$ cat src/rtl/core/pidc_pkg.sv
// Shared types, constants and helpers of the clamped PID controller.
package pidc_pkg;

    // Default sample and fraction widths.
    localparam int SAMPLE_BITS_DEF = 16;
    localparam int FRAC_BITS_DEF   = 8;

    // Gains are signed Q8.8 values.
    localparam int GAIN_BITS = 16;

    // Configuration register indexes.
    localparam int CFG_IDX_W = 3;
    localparam logic [CFG_IDX_W-1:0] REG_PROP_GAIN   = 3'd0;
    localparam logic [CFG_IDX_W-1:0] REG_INTEG_GAIN  = 3'd1;
    localparam logic [CFG_IDX_W-1:0] REG_DERIV_GAIN  = 3'd2;
    localparam logic [CFG_IDX_W-1:0] REG_INTEG_UPPER = 3'd3;
    localparam logic [CFG_IDX_W-1:0] REG_INTEG_LOWER = 3'd4;
    localparam logic [CFG_IDX_W-1:0] REG_DRIVE_UPPER = 3'd5;
    localparam logic [CFG_IDX_W-1:0] REG_DRIVE_LOWER = 3'd6;
    localparam logic [CFG_IDX_W-1:0] REG_FORM_SELECT = 3'd7;

    // Operand choice of the shared multiplier.
    typedef enum logic [1:0] {
        MUL_PROP,
        MUL_INTEG,
        MUL_DERIV
    } mul_sel_t;

    // Commands from the controller to the datapath.
    typedef struct packed {
        logic     capture;
        logic     mul_en;
        mul_sel_t mul_sel;
        logic     iadd_en;
        logic     iclamp_en;
        logic     sum_en;
        logic     load_en;
    } pidc_cmd_t;

    // Status from the datapath to the controller.
    typedef struct packed {
        logic serial_form;
        logic out_free;
    } pidc_status_t;

    // Width of the configuration data bus: the widest register.
    function automatic int cfg_width(input int sample_bits);
        return (sample_bits > GAIN_BITS) ? sample_bits : GAIN_BITS;
    endfunction

endpackage

$ cat src/rtl/core/pidc_if.sv
// Valid/ready channel interfaces for samples and results.
interface pidc_sample_if import pidc_pkg::*;
#(
    parameter int SAMPLE_BITS = SAMPLE_BITS_DEF
);
    logic                          valid;
    logic                          ready;
    logic signed [SAMPLE_BITS-1:0] target;
    logic signed [SAMPLE_BITS-1:0] measured;
    logic                          clear_history;

    modport source (output valid, target, measured, clear_history, input ready);
    modport sink (input valid, target, measured, clear_history, output ready);
endinterface

interface pidc_result_if import pidc_pkg::*;
#(
    parameter int SAMPLE_BITS = SAMPLE_BITS_DEF
);
    logic                          valid;
    logic                          ready;
    logic signed [SAMPLE_BITS-1:0] drive;
    logic                          integ_clamped;
    logic                          drive_clamped;

    modport source (output valid, drive, integ_clamped, drive_clamped, input ready);
    modport sink (input valid, drive, integ_clamped, drive_clamped, output ready);
endinterface

$ cat src/rtl/core/pidc_ctrl.sv
// Sequencing state machine of the clamped PID controller.
module pidc_ctrl import pidc_pkg::*;
(
    input  logic         clk,
    input  logic         rst_n,
    input  logic         in_valid,
    input  logic         in_clear,
    output logic         in_ready,
    output pidc_cmd_t    cmd,
    input  pidc_status_t st
);

    localparam logic [2:0] ST_IDLE   = 3'd0;
    localparam logic [2:0] ST_PMUL   = 3'd1;
    localparam logic [2:0] ST_IMUL   = 3'd2;
    localparam logic [2:0] ST_IADD   = 3'd3;
    localparam logic [2:0] ST_ICLAMP = 3'd4;
    localparam logic [2:0] ST_DMUL   = 3'd5;
    localparam logic [2:0] ST_SUM    = 3'd6;
    localparam logic [2:0] ST_LOAD   = 3'd7;

    logic [2:0] state_reg;
    logic [2:0] state_next;

    // Next state and commands for each step.
    always_comb
    begin
        state_next = state_reg;
        in_ready   = 1'b0;
        cmd        = '0;
        cmd.mul_sel = MUL_PROP;
        case (state_reg)
            ST_IDLE:
            begin
                in_ready    = 1'b1;
                cmd.capture = in_valid;
                if (in_valid)
                begin
                    state_next = in_clear ? ST_LOAD : ST_PMUL;
                end
            end
            ST_PMUL:
            begin
                cmd.mul_en  = 1'b1;
                cmd.mul_sel = MUL_PROP;
                state_next  = ST_IMUL;
            end
            ST_IMUL:
            begin
                cmd.mul_en  = 1'b1;
                cmd.mul_sel = MUL_INTEG;
                state_next  = ST_IADD;
            end
            ST_IADD:
            begin
                cmd.iadd_en = 1'b1;
                state_next  = ST_ICLAMP;
            end
            ST_ICLAMP:
            begin
                cmd.iclamp_en = 1'b1;
                state_next    = st.serial_form ? ST_SUM : ST_DMUL;
            end
            ST_DMUL:
            begin
                cmd.mul_en  = 1'b1;
                cmd.mul_sel = MUL_DERIV;
                state_next  = ST_SUM;
            end
            ST_SUM:
            begin
                cmd.sum_en = 1'b1;
                state_next = ST_LOAD;
            end
            ST_LOAD:
            begin
                // Wait here until the output register can take the result.
                if (st.out_free)
                begin
                    cmd.load_en = 1'b1;
                    state_next  = ST_IDLE;
                end
            end
            default:
            begin
                state_next = ST_IDLE;
            end
        endcase
    end

    // State register.
    always_ff @(posedge clk or negedge rst_n)
    begin
        if (!rst_n)
        begin
            state_reg <= ST_IDLE;
        end
        else
        begin
            state_reg <= state_next;
        end
    end

`ifndef SYNTHESIS
    // A clearing transaction goes straight to the result load.
    a_clear_skips: assert property (@(posedge clk) disable iff (!rst_n)
        in_valid && in_ready && in_clear |=> state_reg == ST_LOAD)
        else $error("clear transaction did not go to the load step");

    // A result is loaded only when the output register is free.
    a_load_free: assert property (@(posedge clk) disable iff (!rst_n)
        cmd.load_en |-> st.out_free)
        else $error("result loaded while the output register is busy");

    // The serial form skips the derivative product.
    a_serial_skip: assert property (@(posedge clk) disable iff (!rst_n)
        state_reg == ST_ICLAMP && st.serial_form |=> state_reg == ST_SUM)
        else $error("serial form entered the derivative step");
`endif

endmodule

$ cat src/rtl/core/pidc_datapath.sv
// Datapath of the clamped PID controller: registers, shared multiplier, clamps.
module pidc_datapath import pidc_pkg::*;
#(
    parameter int SAMPLE_BITS = SAMPLE_BITS_DEF,
    parameter int FRAC_BITS   = FRAC_BITS_DEF
)
(
    input  logic                                clk,
    input  logic                                rst_n,
    input  logic                                cfg_we,
    input  logic [CFG_IDX_W-1:0]                cfg_index,
    input  logic [cfg_width(SAMPLE_BITS)-1:0]   cfg_data,
    input  logic signed [SAMPLE_BITS-1:0]       target,
    input  logic signed [SAMPLE_BITS-1:0]       measured,
    input  logic                                clear_history,
    input  pidc_cmd_t                           cmd,
    output pidc_status_t                        st,
    pidc_result_if.source                       result
);

    localparam int GB   = GAIN_BITS;
    localparam int EW   = SAMPLE_BITS + 1;          // error
    localparam int PW   = EW + GB;                  // proportional term
    localparam int DFW  = EW + 1;                   // error difference
    localparam int SATW = (PW > 48) ? PW : 48;      // saturation compare
    localparam int MOW  = (PW > 47) ? 48 : PW;      // multiplier data operand
    localparam int PRW  = MOW + GB;                 // product
    localparam int ISW  = PRW + 1;                  // integral sum
    localparam int IW   = SAMPLE_BITS + FRAC_BITS;  // clamped integral
    localparam int SW   = PRW + 2;                  // drive sum

    localparam logic signed [SATW-1:0] SAT_POS = SATW'(longint'(1) <<< 46);
    localparam logic signed [SATW-1:0] SAT_NEG = -SAT_POS;

    // Configuration registers.
    logic signed [GB-1:0]          prop_gain_reg;
    logic signed [GB-1:0]          integ_gain_reg;
    logic signed [GB-1:0]          deriv_gain_reg;
    logic signed [SAMPLE_BITS-1:0] integ_upper_reg;
    logic signed [SAMPLE_BITS-1:0] integ_lower_reg;
    logic signed [SAMPLE_BITS-1:0] drive_upper_reg;
    logic signed [SAMPLE_BITS-1:0] drive_lower_reg;
    logic                          form_select_reg;

    // Working and history registers.
    logic signed [EW-1:0]          err_reg;
    logic                          clr_reg;
    logic signed [PW-1:0]          p_reg;
    logic signed [PRW-1:0]         prod_reg;
    logic signed [ISW-1:0]         isum_reg;
    logic signed [IW-1:0]          integ_reg;
    logic signed [EW-1:0]          last_err_reg;
    logic                          ihit_reg;
    logic signed [SW-1:0]          sum_reg;

    // Output register.
    logic                          out_valid_reg;
    logic signed [SAMPLE_BITS-1:0] drive_reg;
    logic                          iflag_reg;
    logic                          dflag_reg;

    logic signed [GB-1:0]   mul_a;
    logic signed [MOW-1:0]  mul_b;
    logic signed [PRW-1:0]  mul_prod;
    logic signed [SATW-1:0] p_wide;
    logic signed [MOW-1:0]  p_sat;
    logic signed [DFW-1:0]  err_diff;
    logic signed [PRW-1:0]  integ_term;
    logic signed [ISW-1:0]  integ_hi;
    logic signed [ISW-1:0]  integ_lo;
    logic signed [SW-1:0]   sum_full;
    logic signed [SW-1:0]   drive_hi;
    logic signed [SW-1:0]   drive_lo;

    // Configuration writes; indexes beyond the list are ignored.
    always_ff @(posedge clk or negedge rst_n)
    begin
        if (!rst_n)
        begin
            prop_gain_reg   <= '0;
            integ_gain_reg  <= '0;
            deriv_gain_reg  <= '0;
            integ_upper_reg <= '0;
            integ_lower_reg <= '0;
            drive_upper_reg <= '0;
            drive_lower_reg <= '0;
            form_select_reg <= 1'b0;
        end
        else if (cfg_we)
        begin
            case (cfg_index)
                REG_PROP_GAIN:   prop_gain_reg   <= cfg_data[GB-1:0];
                REG_INTEG_GAIN:  integ_gain_reg  <= cfg_data[GB-1:0];
                REG_DERIV_GAIN:  deriv_gain_reg  <= cfg_data[GB-1:0];
                REG_INTEG_UPPER: integ_upper_reg <= cfg_data[SAMPLE_BITS-1:0];
                REG_INTEG_LOWER: integ_lower_reg <= cfg_data[SAMPLE_BITS-1:0];
                REG_DRIVE_UPPER: drive_upper_reg <= cfg_data[SAMPLE_BITS-1:0];
                REG_DRIVE_LOWER: drive_lower_reg <= cfg_data[SAMPLE_BITS-1:0];
                REG_FORM_SELECT: form_select_reg <= cfg_data[0];
                default:
                begin
                end
            endcase
        end
    end

    // Proportional term saturated for the serial integral product.
    assign p_wide = SATW'(p_reg);
    always_comb
    begin
        if (p_wide > SAT_POS)
        begin
            p_sat = MOW'(SAT_POS);
        end
        else if (p_wide < SAT_NEG)
        begin
            p_sat = MOW'(SAT_NEG);
        end
        else
        begin
            p_sat = MOW'(p_wide);
        end
    end

    assign err_diff = DFW'(err_reg) - DFW'(last_err_reg);

    // Shared multiplier operand selection.
    always_comb
    begin
        case (cmd.mul_sel)
            MUL_PROP:
            begin
                mul_a = prop_gain_reg;
                mul_b = MOW'(err_reg);
            end
            MUL_INTEG:
            begin
                mul_a = integ_gain_reg;
                mul_b = form_select_reg ? p_sat : MOW'(err_reg);
            end
            MUL_DERIV:
            begin
                mul_a = deriv_gain_reg;
                mul_b = MOW'(err_diff);
            end
            default:
            begin
                mul_a = '0;
                mul_b = '0;
            end
        endcase
    end

    assign mul_prod = PRW'(mul_a) * PRW'(mul_b);

    // The serial integral step is floored to the fraction grid.
    assign integ_term = form_select_reg ? (prod_reg >>> FRAC_BITS) : prod_reg;

    assign integ_hi = ISW'(integ_upper_reg) <<< FRAC_BITS;
    assign integ_lo = ISW'(integ_lower_reg) <<< FRAC_BITS;

    // Sum of the terms; the derivative product only counts in parallel form.
    assign sum_full = SW'(p_reg) + SW'(integ_reg)
                    + (form_select_reg ? SW'(0) : SW'(prod_reg));

    assign drive_hi = SW'(drive_upper_reg);
    assign drive_lo = SW'(drive_lower_reg);

    // Per-transaction working registers.
    always_ff @(posedge clk)
    begin
        if (cmd.capture)
        begin
            err_reg <= EW'(target) - EW'(measured);
            clr_reg <= clear_history;
        end
        if (cmd.mul_en)
        begin
            if (cmd.mul_sel == MUL_PROP)
            begin
                p_reg <= PW'(mul_prod);
            end
            else
            begin
                prod_reg <= mul_prod;
            end
        end
        if (cmd.iadd_en)
        begin
            isum_reg <= ISW'(integ_reg) + ISW'(integ_term);
        end
        if (cmd.sum_en)
        begin
            sum_reg <= sum_full >>> FRAC_BITS;
        end
    end

    // Controller history: integral and previous error.
    always_ff @(posedge clk or negedge rst_n)
    begin
        if (!rst_n)
        begin
            integ_reg    <= '0;
            last_err_reg <= '0;
            ihit_reg     <= 1'b0;
        end
        else
        begin
            if (cmd.capture && clear_history)
            begin
                integ_reg    <= '0;
                last_err_reg <= '0;
            end
            else if (cmd.iclamp_en)
            begin
                // The upper test wins when the limits are crossed.
                if (isum_reg > integ_hi)
                begin
                    integ_reg <= IW'(integ_hi);
                    ihit_reg  <= 1'b1;
                end
                else if (isum_reg < integ_lo)
                begin
                    integ_reg <= IW'(integ_lo);
                    ihit_reg  <= 1'b1;
                end
                else
                begin
                    integ_reg <= IW'(isum_reg);
                    ihit_reg  <= 1'b0;
                end
            end
            else if (cmd.mul_en && cmd.mul_sel == MUL_DERIV)
            begin
                last_err_reg <= err_reg;
            end
        end
    end

    // Output valid flag.
    always_ff @(posedge clk or negedge rst_n)
    begin
        if (!rst_n)
        begin
            out_valid_reg <= 1'b0;
        end
        else if (cmd.load_en)
        begin
            out_valid_reg <= 1'b1;
        end
        else if (result.ready)
        begin
            out_valid_reg <= 1'b0;
        end
    end

    // Output payload: drive clamp, or zeros for a clearing transaction.
    always_ff @(posedge clk)
    begin
        if (cmd.load_en)
        begin
            if (clr_reg)
            begin
                drive_reg <= '0;
                iflag_reg <= 1'b0;
                dflag_reg <= 1'b0;
            end
            else
            begin
                iflag_reg <= ihit_reg;
                if (sum_reg > drive_hi)
                begin
                    drive_reg <= drive_upper_reg;
                    dflag_reg <= 1'b1;
                end
                else if (sum_reg < drive_lo)
                begin
                    drive_reg <= drive_lower_reg;
                    dflag_reg <= 1'b1;
                end
                else
                begin
                    drive_reg <= SAMPLE_BITS'(sum_reg);
                    dflag_reg <= 1'b0;
                end
            end
        end
    end

    assign result.valid         = out_valid_reg;
    assign result.drive         = drive_reg;
    assign result.integ_clamped = iflag_reg;
    assign result.drive_clamped = dflag_reg;

    assign st.serial_form = form_select_reg;
    assign st.out_free    = !out_valid_reg || result.ready;

`ifndef SYNTHESIS
    // A clearing transaction zeroes the history at once.
    a_clear_history: assert property (@(posedge clk) disable iff (!rst_n)
        cmd.capture && clear_history |=> integ_reg == '0 && last_err_reg == '0)
        else $error("history not cleared");

    // With ordered limits the clamped integral lies between them.
    a_integ_range: assert property (@(posedge clk) disable iff (!rst_n)
        $past(cmd.iclamp_en) && (integ_upper_reg >= integ_lower_reg)
        |-> (ISW'(integ_reg) <= integ_hi) && (ISW'(integ_reg) >= integ_lo))
        else $error("integral outside its limits after the clamp");

    // A loaded result is presented in the next cycle.
    a_load_valid: assert property (@(posedge clk) disable iff (!rst_n)
        cmd.load_en |=> result.valid)
        else $error("loaded result not presented");
`endif

endmodule

$ cat src/rtl/core/pid_controller_clamped_unit.sv
// Top level of the clamped PID controller: controller and datapath.
//
// One transaction on the sample channel gives one transaction on the result
// channel. A normal sample runs the proportional product, integral product,
// integral add and clamp, derivative product (parallel form only), drive sum
// and load steps; a clearing sample goes straight to the load step, which
// waits for a free output register. The single shared multiplier forms the
// products one after another. The result sits in an output register, so a
// new sample is accepted while the previous result still waits to be taken.
// The user must write configuration registers through cfg_we, cfg_index and
// cfg_data only while the block is idle; the block does not enforce this.
module pid_controller_clamped_unit import pidc_pkg::*;
#(
    parameter int SAMPLE_BITS = SAMPLE_BITS_DEF,
    parameter int FRAC_BITS   = FRAC_BITS_DEF
)
(
    input  logic                              clk,
    input  logic                              rst_n,
    pidc_sample_if.sink                       sample,
    pidc_result_if.source                     result,
    input  logic                              cfg_we,
    input  logic [CFG_IDX_W-1:0]              cfg_index,
    input  logic [cfg_width(SAMPLE_BITS)-1:0] cfg_data
);

    pidc_cmd_t    cmd;
    pidc_status_t st;
    logic         in_ready;

    // Sequencer.
    pidc_ctrl u_ctrl
    (
        .clk      (clk),
        .rst_n    (rst_n),
        .in_valid (sample.valid),
        .in_clear (sample.clear_history),
        .in_ready (in_ready),
        .cmd      (cmd),
        .st       (st)
    );

    assign sample.ready = in_ready;

    // Arithmetic, state and output register.
    pidc_datapath
    #(
        .SAMPLE_BITS (SAMPLE_BITS),
        .FRAC_BITS   (FRAC_BITS)
    )
    u_datapath
    (
        .clk           (clk),
        .rst_n         (rst_n),
        .cfg_we        (cfg_we),
        .cfg_index     (cfg_index),
        .cfg_data      (cfg_data),
        .target        (sample.target),
        .measured      (sample.measured),
        .clear_history (sample.clear_history),
        .cmd           (cmd),
        .st            (st),
        .result        (result)
    );

endmodule
$ cat src/flat_wrapper.sv
// flat-port wrapper written by rule: the top's interface ports become plain ports
module pid_controller_clamped_unit_flat import pidc_pkg::*;
#(
    parameter int SAMPLE_BITS = SAMPLE_BITS_DEF,
    parameter int FRAC_BITS   = FRAC_BITS_DEF
)
  (clk, rst_n, cfg_we, cfg_index, cfg_data, sample_valid, sample_target, sample_measured, sample_clear_history, sample_ready, result_valid, result_drive, result_integ_clamped, result_drive_clamped, result_ready);
  pidc_sample_if #(.SAMPLE_BITS(SAMPLE_BITS)) sample_i ();
  pidc_result_if #(.SAMPLE_BITS(SAMPLE_BITS)) result_i ();
  input  logic clk;
  input  logic rst_n;
  input  logic cfg_we;
  input  logic [CFG_IDX_W-1:0] cfg_index;
  input  logic [cfg_width(SAMPLE_BITS)-1:0] cfg_data;
  input wire logic [$bits(sample_i.valid)-1:0] sample_valid;
  input wire logic [$bits(sample_i.target)-1:0] sample_target;
  input wire logic [$bits(sample_i.measured)-1:0] sample_measured;
  input wire logic [$bits(sample_i.clear_history)-1:0] sample_clear_history;
  output wire logic [$bits(sample_i.ready)-1:0] sample_ready;
  output wire logic [$bits(result_i.valid)-1:0] result_valid;
  output wire logic [$bits(result_i.drive)-1:0] result_drive;
  output wire logic [$bits(result_i.integ_clamped)-1:0] result_integ_clamped;
  output wire logic [$bits(result_i.drive_clamped)-1:0] result_drive_clamped;
  input wire logic [$bits(result_i.ready)-1:0] result_ready;
  assign sample_i.valid = sample_valid;
  assign sample_i.target = sample_target;
  assign sample_i.measured = sample_measured;
  assign sample_i.clear_history = sample_clear_history;
  assign sample_ready = sample_i.ready;
  assign result_valid = result_i.valid;
  assign result_drive = result_i.drive;
  assign result_integ_clamped = result_i.integ_clamped;
  assign result_drive_clamped = result_i.drive_clamped;
  assign result_i.ready = result_ready;
  pid_controller_clamped_unit #(.SAMPLE_BITS(SAMPLE_BITS), .FRAC_BITS(FRAC_BITS)) u_core (.clk(clk), .rst_n(rst_n), .sample(sample_i), .result(result_i), .cfg_we(cfg_we), .cfg_index(cfg_index), .cfg_data(cfg_data));
endmodule
$ cat config.mk
export PLATFORM = sky130hd
export DESIGN_NAME = pid_controller_clamped_unit_flat
export DESIGN_NICKNAME = d
export VERILOG_FILES = /design/src/rtl/core/pidc_pkg.sv /design/src/rtl/core/pidc_if.sv /design/src/rtl/core/pidc_ctrl.sv /design/src/rtl/core/pidc_datapath.sv /design/src/rtl/core/pid_controller_clamped_unit.sv /design/src/flat_wrapper.sv
export SDC_FILE = /design/constraint.sdc
export NUM_CORES = 2
export LEC_CHECK = 0
export ABC_CLOCK_PERIOD_IN_PS = 13300
export BUFFER_PORTS_ARGS = -buffer_cell sky130_fd_sc_hd__buf_2
export CAP_MARGIN = 30
export CORE_ASPECT_RATIO = 1.1
export CORE_MARGIN = 1.5
export CORE_UTILIZATION = 35
export DETAILED_ROUTE_END_ITERATION = 12
export PLACE_DENSITY = 0.54
export SYNTH_ARGS = -nofsm -noshare
export SYNTH_HDL_FRONTEND = slang
export SYNTH_SLANG_ARGS = --single-unit
export TNS_END_PERCENT = 1
$ cat constraint.sdc
create_clock -name clk -period 13.3 [get_ports clk]
set_input_delay 2.66 -clock clk [delete_from_list [all_inputs] [get_ports clk]]
set_output_delay 2.66 -clock clk [all_outputs]
set_load 0.01 [all_outputs]
# [Yosys cells after proc, flatten, opt, wreduce, memory -nomap -nowiden]
# Cells that the tools add are included.
[totals] output_inout_bits=20 regBits=370 input_bits=57 wordCells=113
[op_classes] reduce_logical=23 n_mux=35 n_bitwise=2 eq_ne=19 n_mul=1 addsub=5 n_lt_le_gt_ge=6
[ops] cell="$mux 33" n=3
[ops] cell="$pmux 33 s3" n=1
[ops] cell="$mux 24" n=4
[ops] cell="$add 34x51->51" n=1
[ops] cell="$mux 17" n=3
[ops] cell="$mux 51" n=1
[ops] cell="$add 24x49->50" n=1
[ops] cell="$gt 50x24->1" n=1
[ops] cell="$lt 50x24->1" n=1
[ops] cell="$mul 16x33->49" n=1
[ops] cell="$gt 33x48->1 const B" n=1
[ops] cell="$mux 48" n=1
[ops] cell="$pmux 16 s3" n=1
[ops] cell="$lt 33x47->1 const B" n=1
[ops] cell="$gt 43x16->1" n=1
[ops] cell="$lt 43x16->1" n=1
[ops] cell="$add 33x24->34" n=1
[ops] cell="$mux 16" n=2
[ops] cell="$reduce_and 2->1" n=13
[ops] cell="$eq 3x3->1 const B" n=8
[ops] cell="$pmux 3 s8" n=1
[ops] cell="$sub 17x17->18" n=1
[ops] cell="$sub 16x16->17" n=1
[ops] cell="$mux 1" n=13
[ops] cell="16 further kinds" n=28

# [Depth between registers and ports, before layout]
[depth] ltp_word=7 mapped_depth=37 depth_no_buf=35

# [By module]
# Synthesis repeated with hierarchy kept, for this count alone.
[unflattened] hier_cells=4516 area_unflattened_um2=43772.0
[modules_own_cells] module="pidc_datapath" area_per_inst_um2=43524.2 cells_each=4486 n_inst=1 seq_area_each_um2=10239.8
[modules_own_cells] module="pidc_ctrl" area_per_inst_um2=247.7 cells_each=30 n_inst=1 seq_area_each_um2=75.1

# [Worst setup path after synthesis]
# No wires, ideal clock.
[synth_path] path_type="register to register" start="register u_core.u_datapath.err_reg[0]" end="register u_core.u_datapath.prod_reg[48] (data pin)" required_ns=13.036 arrival_ns=8.181 setup_slack_ns=4.856 path_stages_with_launch=33 synth_period_minus_slack_ns=8.444 cell_sequence="edfxtp_1 > inv_1 > ha_1 > fa_1 > nor2b_1 > o21ai_1 > a21boi_0 > o21ai_1 > a21boi_1 > o21ai_0 > a21oi_1 > nor4_1 > o31ai_1 > nand2_1 > fa_1 > inv_1 > fa_1 > fa_1 > fa_1 > inv_1 > fa_1 > inv_1 > fa_1 > ha_1 > clkbuf_1 > nand4_1 > or3_1 > o211ai_1 > nand2_1 > o31a_1 > o31ai_1 > a221oi_1 > xnor2_1"
[synth_via] elab_chain_len=3
[synth_lines] item="from (decl)" line_no="pidc_datapath.sv:46" rtl="logic signed [EW-1:0] err_reg;"
[synth_lines] item="from (signal assigned)" line_no="pidc_datapath.sv:174" rtl="err_reg <= EW'(target) - EW'(measured);"
[synth_lines] item="$sub 17x17->18 / $mux 33 (equally long branches)" line_no="pidc_datapath.sv:125, pidc_datapath.sv:139"
[synth_lines] item="$pmux 33 s3 *" line_no="pidc_datapath.sv:130" rtl="case (cmd.mul_sel)"
[synth_lines] item="$mul 16x33->49 *" line_no="pidc_datapath.sv:154" rtl="assign mul_prod = PRW'(mul_a) * PRW'(mul_b);"
[synth_lines] item="net u_core.u_datapath.mul_prod[48]" line_no="pidc_datapath.sv:64" rtl="logic signed [PRW-1:0] mul_prod;"
[synth_lines] item="to (signal assigned)" line_no="pidc_datapath.sv:185" rtl="prod_reg <= mul_prod;"
[synth_lines] item="to (decl)" line_no="pidc_datapath.sv:49" rtl="logic signed [PRW-1:0] prod_reg;"
# Mark *: on every way through the listed nets, which the timed path passes. The rest lies on a longest branch.
# A chain may end at the register's enable or synchronous reset.

# [Worst setup path in the final report]
[layout_path] start="register u_core.u_ctrl.state_reg[1]" end="register u_core.u_datapath.prod_reg[41] (data pin)"
[layout_via] elab_chain_len=5
[layout_lines] item="from (decl)" line_no="pidc_ctrl.sv:22" rtl="logic [2:0] state_reg;"
[layout_lines] item="from (signal assigned)" line_no="pidc_ctrl.sv:100" rtl="state_reg <= state_next;"
[layout_lines] item="$eq 3x3->1, or another cell as far along" line_no="pidc_ctrl.sv:32" rtl="case (state_reg)"
[layout_lines] item="$pmux 3 s3 *" line_no="pidc_ctrl.sv:32"
[layout_lines] item="$eq 2x2->1, or another cell as far along" line_no="pidc_datapath.sv:130"
[layout_lines] item="$pmux 16 s3 / $pmux 33 s3 (equally long branches)" line_no="pidc_datapath.sv:130"
[layout_lines] item="$mul 16x33->49 *" line_no="pidc_datapath.sv:154"
[layout_lines] item="net u_core.u_datapath.mul_prod[41]" line_no="pidc_datapath.sv:64"
# Marks and branches as above.

==> flow_summary.json <==
{
  "worstPathRequired_ps": 13660,
  "hp-class": "reg2reg",
  "post-route-min-period_ps": 9940,
  "async_flop_share": 0.430,
  "setup_violations": 0,
  "synth_cell_types": 86,
  "place_congestion": 0.938,
  "ys_top_cells_by_area": "fa_1 25%, edfxtp_1 14%, ha_1 12%",
  "syn-num-nets": 5565,
  "antenna_found_initial": 1,
  "start_util": 0.353,
  "grt_first_pass_wirelength_um": 199000,
  "layout.nets": 5590,
  "ys_warn_count": 0,
  "drc_errors": 0,
  "path_buf_inv": 6,
  "grt_overflow": 0,
  "cp_max_fo": 35,
  "cts_buffers": 46,
  "r2r-start": "u_core.u_ctrl.state_reg[1]",
  "finalCritPeriodShare": 0.747,
  "r2r-end": "u_core.u_datapath.prod_reg[41]",
  "syn2layout_area_growth_pct": 9.56,
  "dp_hpwl_um": 102000,
  "path_clk_slew_ps": 60,
  "post-cts-setup-buffers": 0,
  "largest_reg_flops": 50,
  "grt_max_degree": 85,
  "dieArea_um2": 128000,
  "synth.most_common_cell": "inv_1",
  "min_path_cells": 1,
  "cts_tree": "yes",
  "synth.avg_cell_area_um2": 9.70,
  "holdPathEnd": "u_core.u_datapath.deriv_gain_reg[1]",
  "slew-limit-headroom": 0.283,
  "maxSlewViolCount": 0,
  "fmax_mhz": 101,
  "drt-pass1-iter-count": 5,
  "min_from": "u_core.u_datapath.deriv_gain_reg[1]",
  "crit_top_cell": "fa_1",
  "synth_edf_count": 211,
  "cp-end-kind": "register",
  "io_pins": 77,
  "fin_setup_tns_ps": 0,
  "crit_arrival_ps": 10300,
  "hold_viol_final": 0,
  "grt_pass1_vias": 34500,
  "viasPerCell": 5.26,
  "crit_cells": 28,
  "track_usage": 0.201,
  "routedWlPerCell_um": 20.3,
  "port-buffer-count": 76,
  "layout-drive-gt1-share": 0.0838,
  "cpPeakStageDelay_ps": 840,
  "yosysTopAreaCell": "fa_1",
  "ant_nets": 0,
  "status": "finished, final reports clean",
  "first_iter_violations": 2156,
  "core_area_um2": 125000,
  "wirelength_um": 127000,
  "route.vias.total": 32900,
  "crit_type": "reg2reg",
  "cts_root_buffer": "clkbuf_16",
  "htreeDepth": 2,
  "cts_hold_buf": 0,
  "cts_buffer_depth": 3,
  "ys_ff_latch": 370,
  "ff2ff_setup_slack_ps": 3360,
  "clock-skew-final_ps": 59.3,
  "maxCapViolations": 0,
  "synth.cell_area_um2": 44000,
  "yosysTopAreaCellShare": 0.250,
  "cts_resized": 0,
  "start_kind": "register",
  "netlist_top_cells_count": "644 x inv_1, 551 x fa_1, 415 x ha_1, 407 x nor2_1, 394 x nand2_1",
  "synth_cells": 4542,
  "fp.dieH_um": 375,
  "rows": 136,
  "ys.flop_type": "edfxtp_1",
  "die_w_um": 341,
  "yosysSeqAreaShare": 0.234,
  "tightestPinTransition_ps": 1070,
  "critical_path.top_delay_family": "adder cells",
  "rsz0062_at_grt": "no",
  "cts.sinks": 370,
  "clkLatencyLatePin_ps": 650,
  "cp_slowest_cell": "a221oi_2",
  "ff2ff_path_depth": 28
}
==> cell families after synthesis <==
kind of cell             Yosys count  synth area share
AND/OR/NAND/NOR                 1214             0.125
adder cells (fa/ha/maj)          966             0.368
AO/OA/AOI/OAI                    902             0.140
buffers and inverters            814            0.0698
flip-flops                       370             0.234
XOR/XNOR                         150            0.0304
multiplexers                     126            0.0317
==> cell usage in the layout, fill, tap and decap left out, types with 60 or more instances in the layout <==
| master | count |
|---|---|
| nand3_1 | 73 |
| mux2_2 | 99 |
| edfxtp_1 | 211 |
| a21oi_1 | 214 |
| buf_2 | 75 |
| o21a_1 | 61 |
| a21o_1 | 173 |
| dfrtp_1 | 157 |
| inv_1 | 643 |
| o21ai_0 | 122 |
| nand2_1 | 392 |
| buf_4 | 60 |
| xnor2_1 | 89 |
| fa_1 | 551 |
| nor2_1 | 404 |
| nor2b_1 | 84 |
| ha_1 | 415 |
==> through the flow <==
step / std cells / setup slack [ps] / hold WS [ps] / area (µm²) / utilization
after detailed placement: 6172 / 3430 / 480 / 46600 / 0.373
after global routing: 6261 / 2800 / 522 / 48200 / 0.386
final: 6262 / 3360 / 502 / 48200 / 0.386
after floorplan: 4542 / 4860 / 458 / 44000 / -
after CTS: 6258 / 3400 / 505 / 48200 / 0.386
after global placement: 6166 / 3430 / 476 / 46500 / 0.372
==> worst max path at each step <==
stage                                            start                              to  slack, ps
after global placement    u_core.u_datapath.err_reg[1]  u_core.u_datapath.prod_reg[47]       3430
final                       u_core.u_ctrl.state_reg[1]  u_core.u_datapath.prod_reg[41]       3360
after floorplan           u_core.u_datapath.err_reg[0]  u_core.u_datapath.prod_reg[48]       4860
after detailed placement    u_core.u_ctrl.state_reg[1]  u_core.u_datapath.prod_reg[47]       3430
after CTS                   u_core.u_ctrl.state_reg[1]  u_core.u_datapath.prod_reg[47]       3400
after global routing        u_core.u_ctrl.state_reg[1]  u_core.u_datapath.prod_reg[47]       2800
==> worst reg2reg max path: cells and delay by family (launching register included) <==
kind	cells	cell delay, ps
adders and majority gates	7	3460
AOI/OAI and AO/OA	10	3190
and+or+nand+nor	4	1280
buffers and inverters	6	910
DFF	1	680
xor gates and xnor gates	1	150
==> area by class of cell <==
type,count,area (µm²)
inverters,646,2420
flip-flops and latches,370,10300
multi-input cells,3358,30800
clock inverters,25,315
diodes,1,2.50
clock buffers,61,1270
well taps,1656,2070
repair buffers,145,1010
fillers,12500,76700
==> routing by layer <==
metal  global-route usage  up-vias  part of all wire
li1                     -    15400                 -
met1                0.266    16500              0.44
met2                0.337      838              0.47
met3               0.0231      193             0.050
met4               0.0735        0             0.036
met5                    0        -                 0
Power is left out: the tool's default activity adds up to more than one toggle a clock period on the data nets, which glitch-free logic cannot reach.
